==> src/nrps_pkg.sv <==
`timescale 1ns / 1ps

package nrps_pkg;

  localparam int unsigned FIELD_BITS = 32;
  localparam int unsigned PCT_BITS   = 7;
  localparam int unsigned APB_AW     = 3;
  localparam int unsigned APB_DW     = 32;

  localparam logic [0:0]          REG_PERCENT   = 1'b0;
  localparam logic [PCT_BITS-1:0] PERCENT_RESET = 7'd50;
  localparam logic [PCT_BITS-1:0] PERCENT_FULL  = 7'd100;

  localparam int unsigned RECIP_SHIFT = 24;
  localparam int unsigned RECIP_BITS  = 18;
  localparam logic [RECIP_BITS-1:0] RECIP = 18'd167773;

  typedef struct packed {
    logic ins;
    logic shift;
  } cell_ctrl_t;

endpackage

==> src/nrps_rank.sv <==
`timescale 1ns / 1ps

module nrps_rank #(
  parameter int unsigned CNT_W = 7
) (
  input  logic                               clk_i,
  input  logic                               en_i,
  input  logic [nrps_pkg::PCT_BITS-1:0]      percent_i,
  input  logic [CNT_W-1:0]                   count_i,
  output logic [CNT_W-1:0]                   sel_o
);
  import nrps_pkg::*;

  localparam int unsigned PW = PCT_BITS + CNT_W;
  localparam int unsigned MW = PW + RECIP_BITS;
  localparam int unsigned RW = CNT_W + 1;

  logic [PCT_BITS-1:0] pct;
  logic [PW-1:0]       prod_q;
  logic [PW-1:0]       prod_d;
  logic [CNT_W-1:0]    n_q;
  logic [MW-1:0]       scaled;
  logic [RW-1:0]       rank;
  logic [RW-1:0]       rank_c;

  assign pct    = (percent_i > PERCENT_FULL) ? PERCENT_FULL : percent_i;
  assign prod_d = PW'(pct) * PW'(count_i) + PW'(PERCENT_FULL - 7'd1);

  always_ff @(posedge clk_i) begin
    if (en_i) begin
      prod_q <= prod_d;
      n_q    <= count_i;
    end
  end

  assign scaled = MW'(prod_q) * MW'(RECIP);
  assign rank   = scaled[RECIP_SHIFT +: RW];

  always_comb begin
    rank_c = rank;
    if (rank_c == '0) begin
      rank_c = RW'(1);
    end
    if (rank_c > RW'(n_q)) begin
      rank_c = RW'(n_q);
    end
  end

  assign sel_o = CNT_W'(rank_c - RW'(1));

endmodule

==> config.mk <==
export PLATFORM = sky130hd
export DESIGN_NAME = nrps_rank
export DESIGN_NICKNAME = d
export VERILOG_FILES = /design/src/nrps_pkg.sv /design/src/nrps_rank.sv
export SDC_FILE = /design/constraint.sdc
export NUM_CORES = 1
export LEC_CHECK = 0
export BUFFER_PORTS_ARGS = -buffer_cell sky130_fd_sc_hd__buf_2
export CAP_MARGIN = 20
export CORE_MARGIN = 1
export CORE_UTILIZATION = 40
export CTS_BUF_LIST = sky130_fd_sc_hd__clkbuf_16
export CTS_CLUSTER_DIAMETER = 80
export DETAILED_ROUTE_END_ITERATION = 8
export PLACE_DENSITY = 0.66
export SETUP_SLACK_MARGIN = 0.15
export SKIP_LAST_GASP = 1
export SYNTH_ARGS = -nofsm -noshare
export SYNTH_HDL_FRONTEND = slang
export SYNTH_SLANG_ARGS = --single-unit
==> constraint.sdc <==
create_clock -name clk_i -period 10.1 [get_ports clk_i]
set_clock_uncertainty 0.1 [all_clocks]
set_input_delay 2.02 -clock clk_i [delete_from_list [all_inputs] [get_ports clk_i]]
set_output_delay 2.02 -clock clk_i [all_outputs]
set_load 0.01 [all_outputs]
==> results.yml, run 1 <==
sta:
  tns_ps: 0
  max_slew.worst_pin.slew_ps: 528
  max_freq_ghz: 0.101
  slew_headroom_pct: 64.8
  hold_viol: 0
  drv_slew: 0
  layout_worst_path_cycle_share_pct: 98.4
  rsz0062_at_grt: "yes"
  setup_viol: 0
  fin_crit_ps: 9940
finish:
  fin_area_um2: 8500
  n_antenna_cell: 0
  drive_gt1_share_pct: 18.6
  ff_latch_area_um2: 631
  syn2layout_area_growth_pct: 17.7
  nFillCells: 1609
  fin_nets: 1109
  multi_input_area_um2: 6290
grt:
  grt_pass1_wl_mm: 24.9
  use_met3_pct: 0.820
  grt_usage_pct: 17.0
  grt_pass1_vias: 5291
  grt_overflow: 0
  antenna_found_initial: 0
  grt_start_max_net_pins: 22
  grt_use_met2_pct: 31.0
  grtUsageMet1_pct: 22.6
  grt_busiest_layer: "met2"
synthesis:
  netlist_instances: 747
  yosysSeqAreaShare_pct: 8.74
  syn_avg_cell_area_um2: 9.66
  syn-num-nets: 1036
  synth_warnings: 0
  yosys_most_used_dff: "edfxtp_1"
  ys_types: 55
  synth_edf_count: 21
  syn_area_um2: 7220
  ys_ff_latch: 21
  async_flop_share_pct: 0
drt:
  vias: 5223
  drt_first_iter_violations: 167
  drtAntennaViolNets: 0
  viasPerCell: 5.00
  totalWireLength_mm: 15.4
  drt-wirelength-per-cell_um: 14.8
  dr.pass1.iters: 4
  drc: 0
clock_tree:
  cts_buffers: 3
  cts_sinks: 21
  htreeDepth: 1
  clkTransAtPathRegs_ps: 60
  cts_tree: "done"
  cts-root-buf: "clkbuf_16"
  clockBufferDepth: 2
  hold_buffers: 0
floorplanning:
  start_util_pct: 41.3
  core_area_um2: 17500
  io_pins: 23
  die_x_um: 136
  die_area_um2: 18600
  die_h_um: 136
  rows: 48
min_path:
  hold_class: "primary input to register"
run:
  cap_violations: 0
setup_path:
  cp.arrival_ps: 7820
  cp-end-kind: "output pin"
  worst-setup-path-type: "register to output pin"
  critPathMaxStageDelay_ps: 540
  startpoint_type: "register"
  slowest_stage: "fa_2"
  path_max_fanout: 5
  worstPathRequired_ps: 7980
placed_design:
  dp_hpwl_mm: 13.2
  dpl-instance-area_um2: 7660
  port_buffers: 22
  gp_congestion: 0.893
outcome:
  status: "completed"
[registers in the layout, summed over array words and instances, names as in the netlist]
register and cells:
prod_q 14, n_q 7
[per-layer routing]
metal	vias up	share of wire, %
met5	-	0
li1	2571	-
met4	0	0.77
met3	14	1.9
met1	2574	46
met2	64	51
[critical path, delay by kind of cell (launching register included)]
family,cells,cell delay (ps)
compound gates,6,950
buf+inv,5,580
flops,1,490
xor+xnor,1,150
fa+ha+maj,9,3340
mux,2,490
simple gates,8,1550
[cell type report]
| class | count | area share [%] |
|---|---|---|
| clock buffer | 3 | 0.884 |
| timing repair buffer | 72 | 6.01 |
| multi-input combinational | 535 | 74.1 |
| clock inverter | 1 | 0.0442 |
| sequential | 21 | 7.42 |
| tap | 225 | 3.31 |
| inverter | 187 | 8.26 |
[through the flow]
step | utilization [%] | cells | setup slack, ps | hold slack (ps)
2_1_floorplan | - | 747 | 583 | 2020
3_3_place_gp | 43.9 | 1000 | 230 | 2210
3_5_place_dp | 43.9 | 1000 | 86.5 | 2200
4_1_cts | 45.0 | 1015 | 158 | 1940
5_1_grt | 48.6 | 1044 | -159 | 1950
6_report | 48.6 | 1044 | 164 | 1940
[cells by family (layout without fill, tap and decap cells)]
kind of cell | Yosys count | in the layout | share of synthesized area [%]
simple gates | 158 | 158 | 11.7
flops | 21 | 21 | 8.74
compound gates | 79 | 79 | 7.21
fa+ha+maj | 273 | 273 | 59.1
mux | 7 | 7 | 0.988
buf+inv | 191 | 263 | 10.0
xor+xnor | 18 | 18 | 2.29
[what timing repair did]
item                                    in CTS  in global routing
pin swaps                                    4                 55
endpoints found under the setup margin       4                  7
setup buffers                               11                 29
resized for setup                            8                 75
[cell usage in the layout, fill, tap and decap left out, drive strengths merged, types with 15 or more instances in the layout]
master / synthesis / routed
a21oi: 20 / 20
nor2: 34 / 34
fa: 113 / 113
edfxtp: 21 / 21
buf: 2 / 72
o21ai: 15 / 15
nand3: 18 / 18
inv: 187 / 188
ha: 160 / 160
nand2: 34 / 34
and2: 25 / 25
[worst paths after layout]
path	from	to	cells after the start
worst max-delay path	prod_q[11]$_DFFE_PP_	sel_o[6]	31
worst min-delay path	count_i[1]	n_q[1]$_DFFE_PP_	1
[Yosys cell counts, types with 3 or more instances]
master	count	area, um^2
nand2_1	34	128
inv_1	187	702
nand3_1	18	90.1
fa_1	113	2260
o21a_1	3	22.5
nand4_1	3	18.8
mux2i_1	6	60.1
a21boi_0	5	37.5
a31oi_1	4	25.0
o211ai_1	5	37.5
edfxtp_1	21	631
or3_1	3	18.8
nand2b_1	3	18.8
and3_1	7	43.8
nor2b_1	7	43.8
xor2_1	5	43.8
nor4_1	4	25.0
a21oi_1	20	100
xnor2_1	12	105
a21o_1	8	60.1
a41oi_1	3	26.3
and2_1	25	156
ha_1	160	2000
nor3_1	9	45.0
o21ai_0	13	65.1
nor2_1	34	128
Power of run 1 is not shown: default switching activity piles up to over one toggle a cycle in this logic, so the estimate is an artifact.
==> run 2, diff against run 1 <==
--- a/config.mk
+++ b/config.mk
@@ -7,6 +7,7 @@
 export LEC_CHECK = 0
 export BUFFER_PORTS_ARGS = -buffer_cell sky130_fd_sc_hd__buf_2
 export CAP_MARGIN = 20
+export CORE_ASPECT_RATIO = 2
 export CORE_MARGIN = 1
 export CORE_UTILIZATION = 40
 export CTS_BUF_LIST = sky130_fd_sc_hd__clkbuf_16
==> run 2 against run 1 <==
Critical path depth fell by 3. Hold slack improved by 35 ps. Clock-buffer cell count did not move. Non-clock buffer count rose by 2. Global-route usage rose by 2.7 points. Critical endpoint unchanged. Largest cell class unchanged.
==> results.yml, run 2 (synthesized netlist as in run 1, its figures left out) <==
grt:
  grt_usage_pct: 19.6
  grt_pass1_vias: 5896
  antenna_found_initial: 0
  grt_overflow: 0
  grt_pass1_wl_mm: 28.0
  grt_start_max_net_pins: 22
floorplanning:
  start_util_pct: 40.8
  die_x_um: 97.0
  io_pins: 23
  core_area_um2: 17700
  rows: 69
  die_h_um: 192
  die_area_um2: 18600
drt:
  drt-wirelength-per-cell_um: 17.4
  drtAntennaViolNets: 0
  vias: 5389
  drt_first_iter_violations: 116
  drc: 0
  dr.pass1.iters: 4
  totalWireLength_mm: 18.0
  viasPerCell: 5.21
clock_tree:
  cts_buffers: 3
  clockBufferDepth: 2
  cts_sinks: 21
  htreeDepth: 1
  clkTransAtPathRegs_ps: 60
  cts_tree: "done"
  cts-root-buf: "clkbuf_16"
  hold_buffers: 0
setup_path:
  worstPathRequired_ps: 7980
  cp-end-kind: "output pin"
  slowest_stage: "fa_2"
  crit_start: "prod_q[6]$_DFFE_PP_"
  worst-setup-path-type: "register to output pin"
  crit_end: "sel_o[6]"
  cp.arrival_ps: 7870
  cp_top_family: "adder cells"
  path_depth: 28
  critPathMaxStageDelay_ps: 640
  path_max_fanout: 5
  crit_top_cell: "fa_1"
  cp_num_buf_inv: 2
  startpoint_type: "register"
sta:
  drv_slew: 0
  fin_crit_ps: 9990
  max_slew.worst_pin.slew_ps: 538
  max_freq_ghz: 0.100
  slew_headroom_pct: 64.0
  hold_viol: 0
  layout_worst_path_cycle_share_pct: 98.9
  rsz0062_at_grt: "yes"
  whs_ps: 1980
  setup_viol: 0
finish:
  syn2layout_area_growth_pct: 17.0
  top_regs: "prod_q (14), n_q (7)"
  drive_gt1_share_pct: 16.8
  nFillCells: 1615
  layout_common_cells: "inv_1, ha_1, fa_1"
  largest_reg_flops: 14
  final_common_cell: "inv_1"
  fin_nets: 1111
  n_antenna_cell: 0
  largest_register: "prod_q"
  utilization_pct: 47.7
min_path:
  hold_class: "primary input to register"
  holdCritStartpoint: "count_i[0]"
outcome:
  status: "completed"
run:
  cap_violations: 0
placed_design:
  port_buffers: 22
  dp_hpwl_mm: 15.9
  gp_congestion: 1.01
==> run 2: cell count changes in the layout (fill, tap and decap cells not counted), moves of 2 or more <==
cell | previous run | this run
buf_4 | 45 | 47
fa_1 | 105 | 108
fa_2 | 8 | 5
ha_1 | 136 | 142
ha_4 | 20 | 14
inv_1 | 178 | 185
inv_2 | 10 | 2
nand3_1 | 16 | 13
nand3_2 | 2 | 5
nor3_1 | 6 | 8
nor3_2 | 3 | 1
o21ai_1 | 2 | 4
==> run 2: how the worst min path moves through the flow <==
stage,end,slack (ps),cells after the start
2_1_floorplan,n_q[0]$_DFFE_PP_,2020,0
3_3_place_gp,n_q[3]$_DFFE_PP_,2260,1
3_5_place_dp,n_q[2]$_DFFE_PP_,2250,1
4_1_cts,n_q[2]$_DFFE_PP_,1990,1
5_1_grt,n_q[3]$_DFFE_PP_,1990,1
6_report,n_q[0]$_DFFE_PP_,1980,1
==> run 2: layer usage <==
| metal | global-route usage (%) | part of all wire [%] | vias to the layer above |
|---|---|---|---|
| met1 | 15.6 | 30 | 2643 |
| met5 | 0 | 0 | - |
| met4 | 14.1 | 7.9 | 0 |
| met2 | 42.8 | 61 | 114 |
| met3 | 0.910 | 1.3 | 61 |
| li1 | - | - | 2571 |
==> run 2: area by class of cell <==
class,count,area [um^2],area share [%]
clock buffer,3,75.1,0.889
clock inverter,1,5.00,0.0593
inverter,187,702,8.31
multi-input combinational,535,6230,73.8
sequential,21,631,7.47
tap,213,267,3.16
timing repair buffer,74,532,6.30
==> run 2: repair_timing <==
action,4_1_cts,5_1_grt
resized for setup,15,55
endpoints found under the setup margin,4,7
pin swaps,8,28
buffers inserted,24,15
==> run 2: metrics by stage <==
step | cells | cell area, um^2 | setup slack (ps) | setup TNS [ps]
6_report | 1034 | 8440 | 110 | 0
3_3_place_gp | 991 | 7670 | 179 | 0
4_1_cts | 1019 | 8000 | 153 | 0
2_1_floorplan | 747 | 7220 | 583 | 0
3_5_place_dp | 991 | 7670 | 35.1 | 0
5_1_grt | 1034 | 8440 | -218 | -828
Power of run 2 is left out for the same reason.
==> run 3, diff against run 2 <==
--- a/config.mk
+++ b/config.mk
@@ -13,7 +13,7 @@
 export CTS_BUF_LIST = sky130_fd_sc_hd__clkbuf_16
 export CTS_CLUSTER_DIAMETER = 80
 export DETAILED_ROUTE_END_ITERATION = 8
-export PLACE_DENSITY = 0.66
+export PLACE_DENSITY = 0.54
 export SETUP_SLACK_MARGIN = 0.15
 export SKIP_LAST_GASP = 1
 export SYNTH_ARGS = -nofsm -noshare
==> run 3 against run 2 <==
Critical endpoint unchanged. Final area is 1.7% lower. Global-route usage is 1.1 points higher. Die area stayed put. Routed wire length is 2.4% higher. Non-clock buffer count is 13 lower. Hold slack worse by 20 ps. Fmax is 0.25% higher. Clock-buffer cell count stayed put.
==> results.yml, run 3 (synthesized netlist as in run 1, its figures left out) <==
finish:
  drive_gt1_share_pct: 15.7
  largest_reg_flops: 14
  ff_latch_area_um2: 631
  fin_nets: 1098
  top_regs: "prod_q (14), n_q (7)"
  utilization_pct: 46.9
  layout_common_cells: "inv_1, ha_1, fa_1"
  largest_register: "prod_q"
  fin_area_um2: 8300
  n_antenna_cell: 0
  nFillCells: 1684
  stdcell_count: 1021
  syn2layout_area_growth_pct: 15.0
  final_common_cell: "inv_1"
  multi_input_area_um2: 6210
floorplanning:
  rows: 69
  die_area_um2: 18600
  die_h_um: 192
  core_area_um2: 17700
  start_util_pct: 40.8
  die_x_um: 97.0
  io_pins: 23
min_path:
  hold_end: "n_q[0]$_DFFE_PP_"
  holdCritStartpoint: "count_i[0]"
  hold_depth: 1
  hold_class: "primary input to register"
setup_path:
  worst-setup-path-type: "register to output pin"
  critPathMaxStageDelay_ps: 670
  cp_num_buf_inv: 3
  cp.arrival_ps: 7850
  cp-end-kind: "output pin"
  path_max_fanout: 5
  cp_top_family: "adder cells"
  crit_top_cell: "fa_1"
  worstPathRequired_ps: 7980
  slowest_stage: "fa_2"
  startpoint_type: "register"
drt:
  drt_first_iter_violations: 88
  vias: 5291
  drt-wirelength-per-cell_um: 18.1
  dr.pass1.iters: 4
  drc: 0
  drtAntennaViolNets: 0
  totalWireLength_mm: 18.5
  viasPerCell: 5.18
clock_tree:
  cts-root-buf: "clkbuf_16"
  htreeDepth: 1
  clockBufferDepth: 2
  hold_buffers: 0
  clkTransAtPathRegs_ps: 50
  cts_tree: "done"
  cts_sinks: 21
  cts_buffers: 3
sta:
  drv_slew: 0
  max_slew.worst_pin.slew_ps: 489
  layout_worst_path_cycle_share_pct: 98.7
  max_freq_ghz: 0.100
  setup_viol: 0
  fin_crit_ps: 9970
  slew_headroom_pct: 67.4
  hold_viol: 0
  rsz0062_at_grt: "yes"
  whs_ps: 1960
placed_design:
  gp_congestion: 0.925
  port_buffers: 22
  dp_hpwl_mm: 16.7
  dpl-instance-area_um2: 7660
  place_inst: 990
run:
  cap_violations: 0
grt:
  grt_usage_pct: 20.7
  grt_pass1_vias: 5923
  grt_pass1_wl_mm: 29.7
  grt_start_max_net_pins: 22
  antenna_found_initial: 0
  grt_overflow: 0
outcome:
  status: "completed"
==> run 3: changes by cell type in the layout (fill, tap and decap cells not counted), moves of 3 or more <==
cell,change
inv_1,-5
ha_1,+3
nand3_2,-3
buf_4,-9
inv_2,+5
buf_6,-6
==> run 3: per-layer routing <==
layer  GRT usage [%]  part of all wire, %  up-vias
met5               0                    0        -
met3           0.728                 0.87       41
met4            13.0                  7.1        0
met2            45.2                   62       76
li1                -                    -     2548
met1            17.4                   30     2626
==> run 3: area by class of cell <==
class	instances	share of cell area (%)
timing repair buffer	61	4.90
tap	213	3.21
multi-input combinational	535	74.9
inverter	187	8.46
clock inverter	1	0.0603
sequential	21	7.60
clock buffer	3	0.905
==> run 3: timing repair <==
item                                    4_1_cts  5_1_grt
gates resized for setup                      23       42
buffers inserted                             17       10
gates cloned                                  0        0
hold endpoints to repair                      0        0
pin swaps                                    11       35
endpoints found under the setup margin        4        6
==> run 3: per-stage QoR <==
step / setup TNS (ps) / setup WS (ps)
6_report: 0 / 135
5_1_grt: -547 / -179
4_1_cts: 0 / 152
3_5_place_dp: -19.8 / -19.8
3_3_place_gp: 0 / 116
2_1_floorplan: 0 / 583
==> run 3: worst max path at each step <==
stage / slack [ps] / from / to / cells after the start
detailed placement: -20 / prod_q[11]$_DFFE_PP_ / sel_o[6] / 30
finish: 130 / prod_q[11]$_DFFE_PP_ / sel_o[6] / 28
global route: -180 / prod_q[11]$_DFFE_PP_ / sel_o[2] / 32
global placement: 120 / prod_q[2]$_DFFE_PP_ / sel_o[6] / 32
CTS: 150 / prod_q[11]$_DFFE_PP_ / sel_o[6] / 33
floorplan: 580 / prod_q[12]$_DFFE_PP_ / sel_o[6] / 28
Power of run 3 is left out for the same reason.
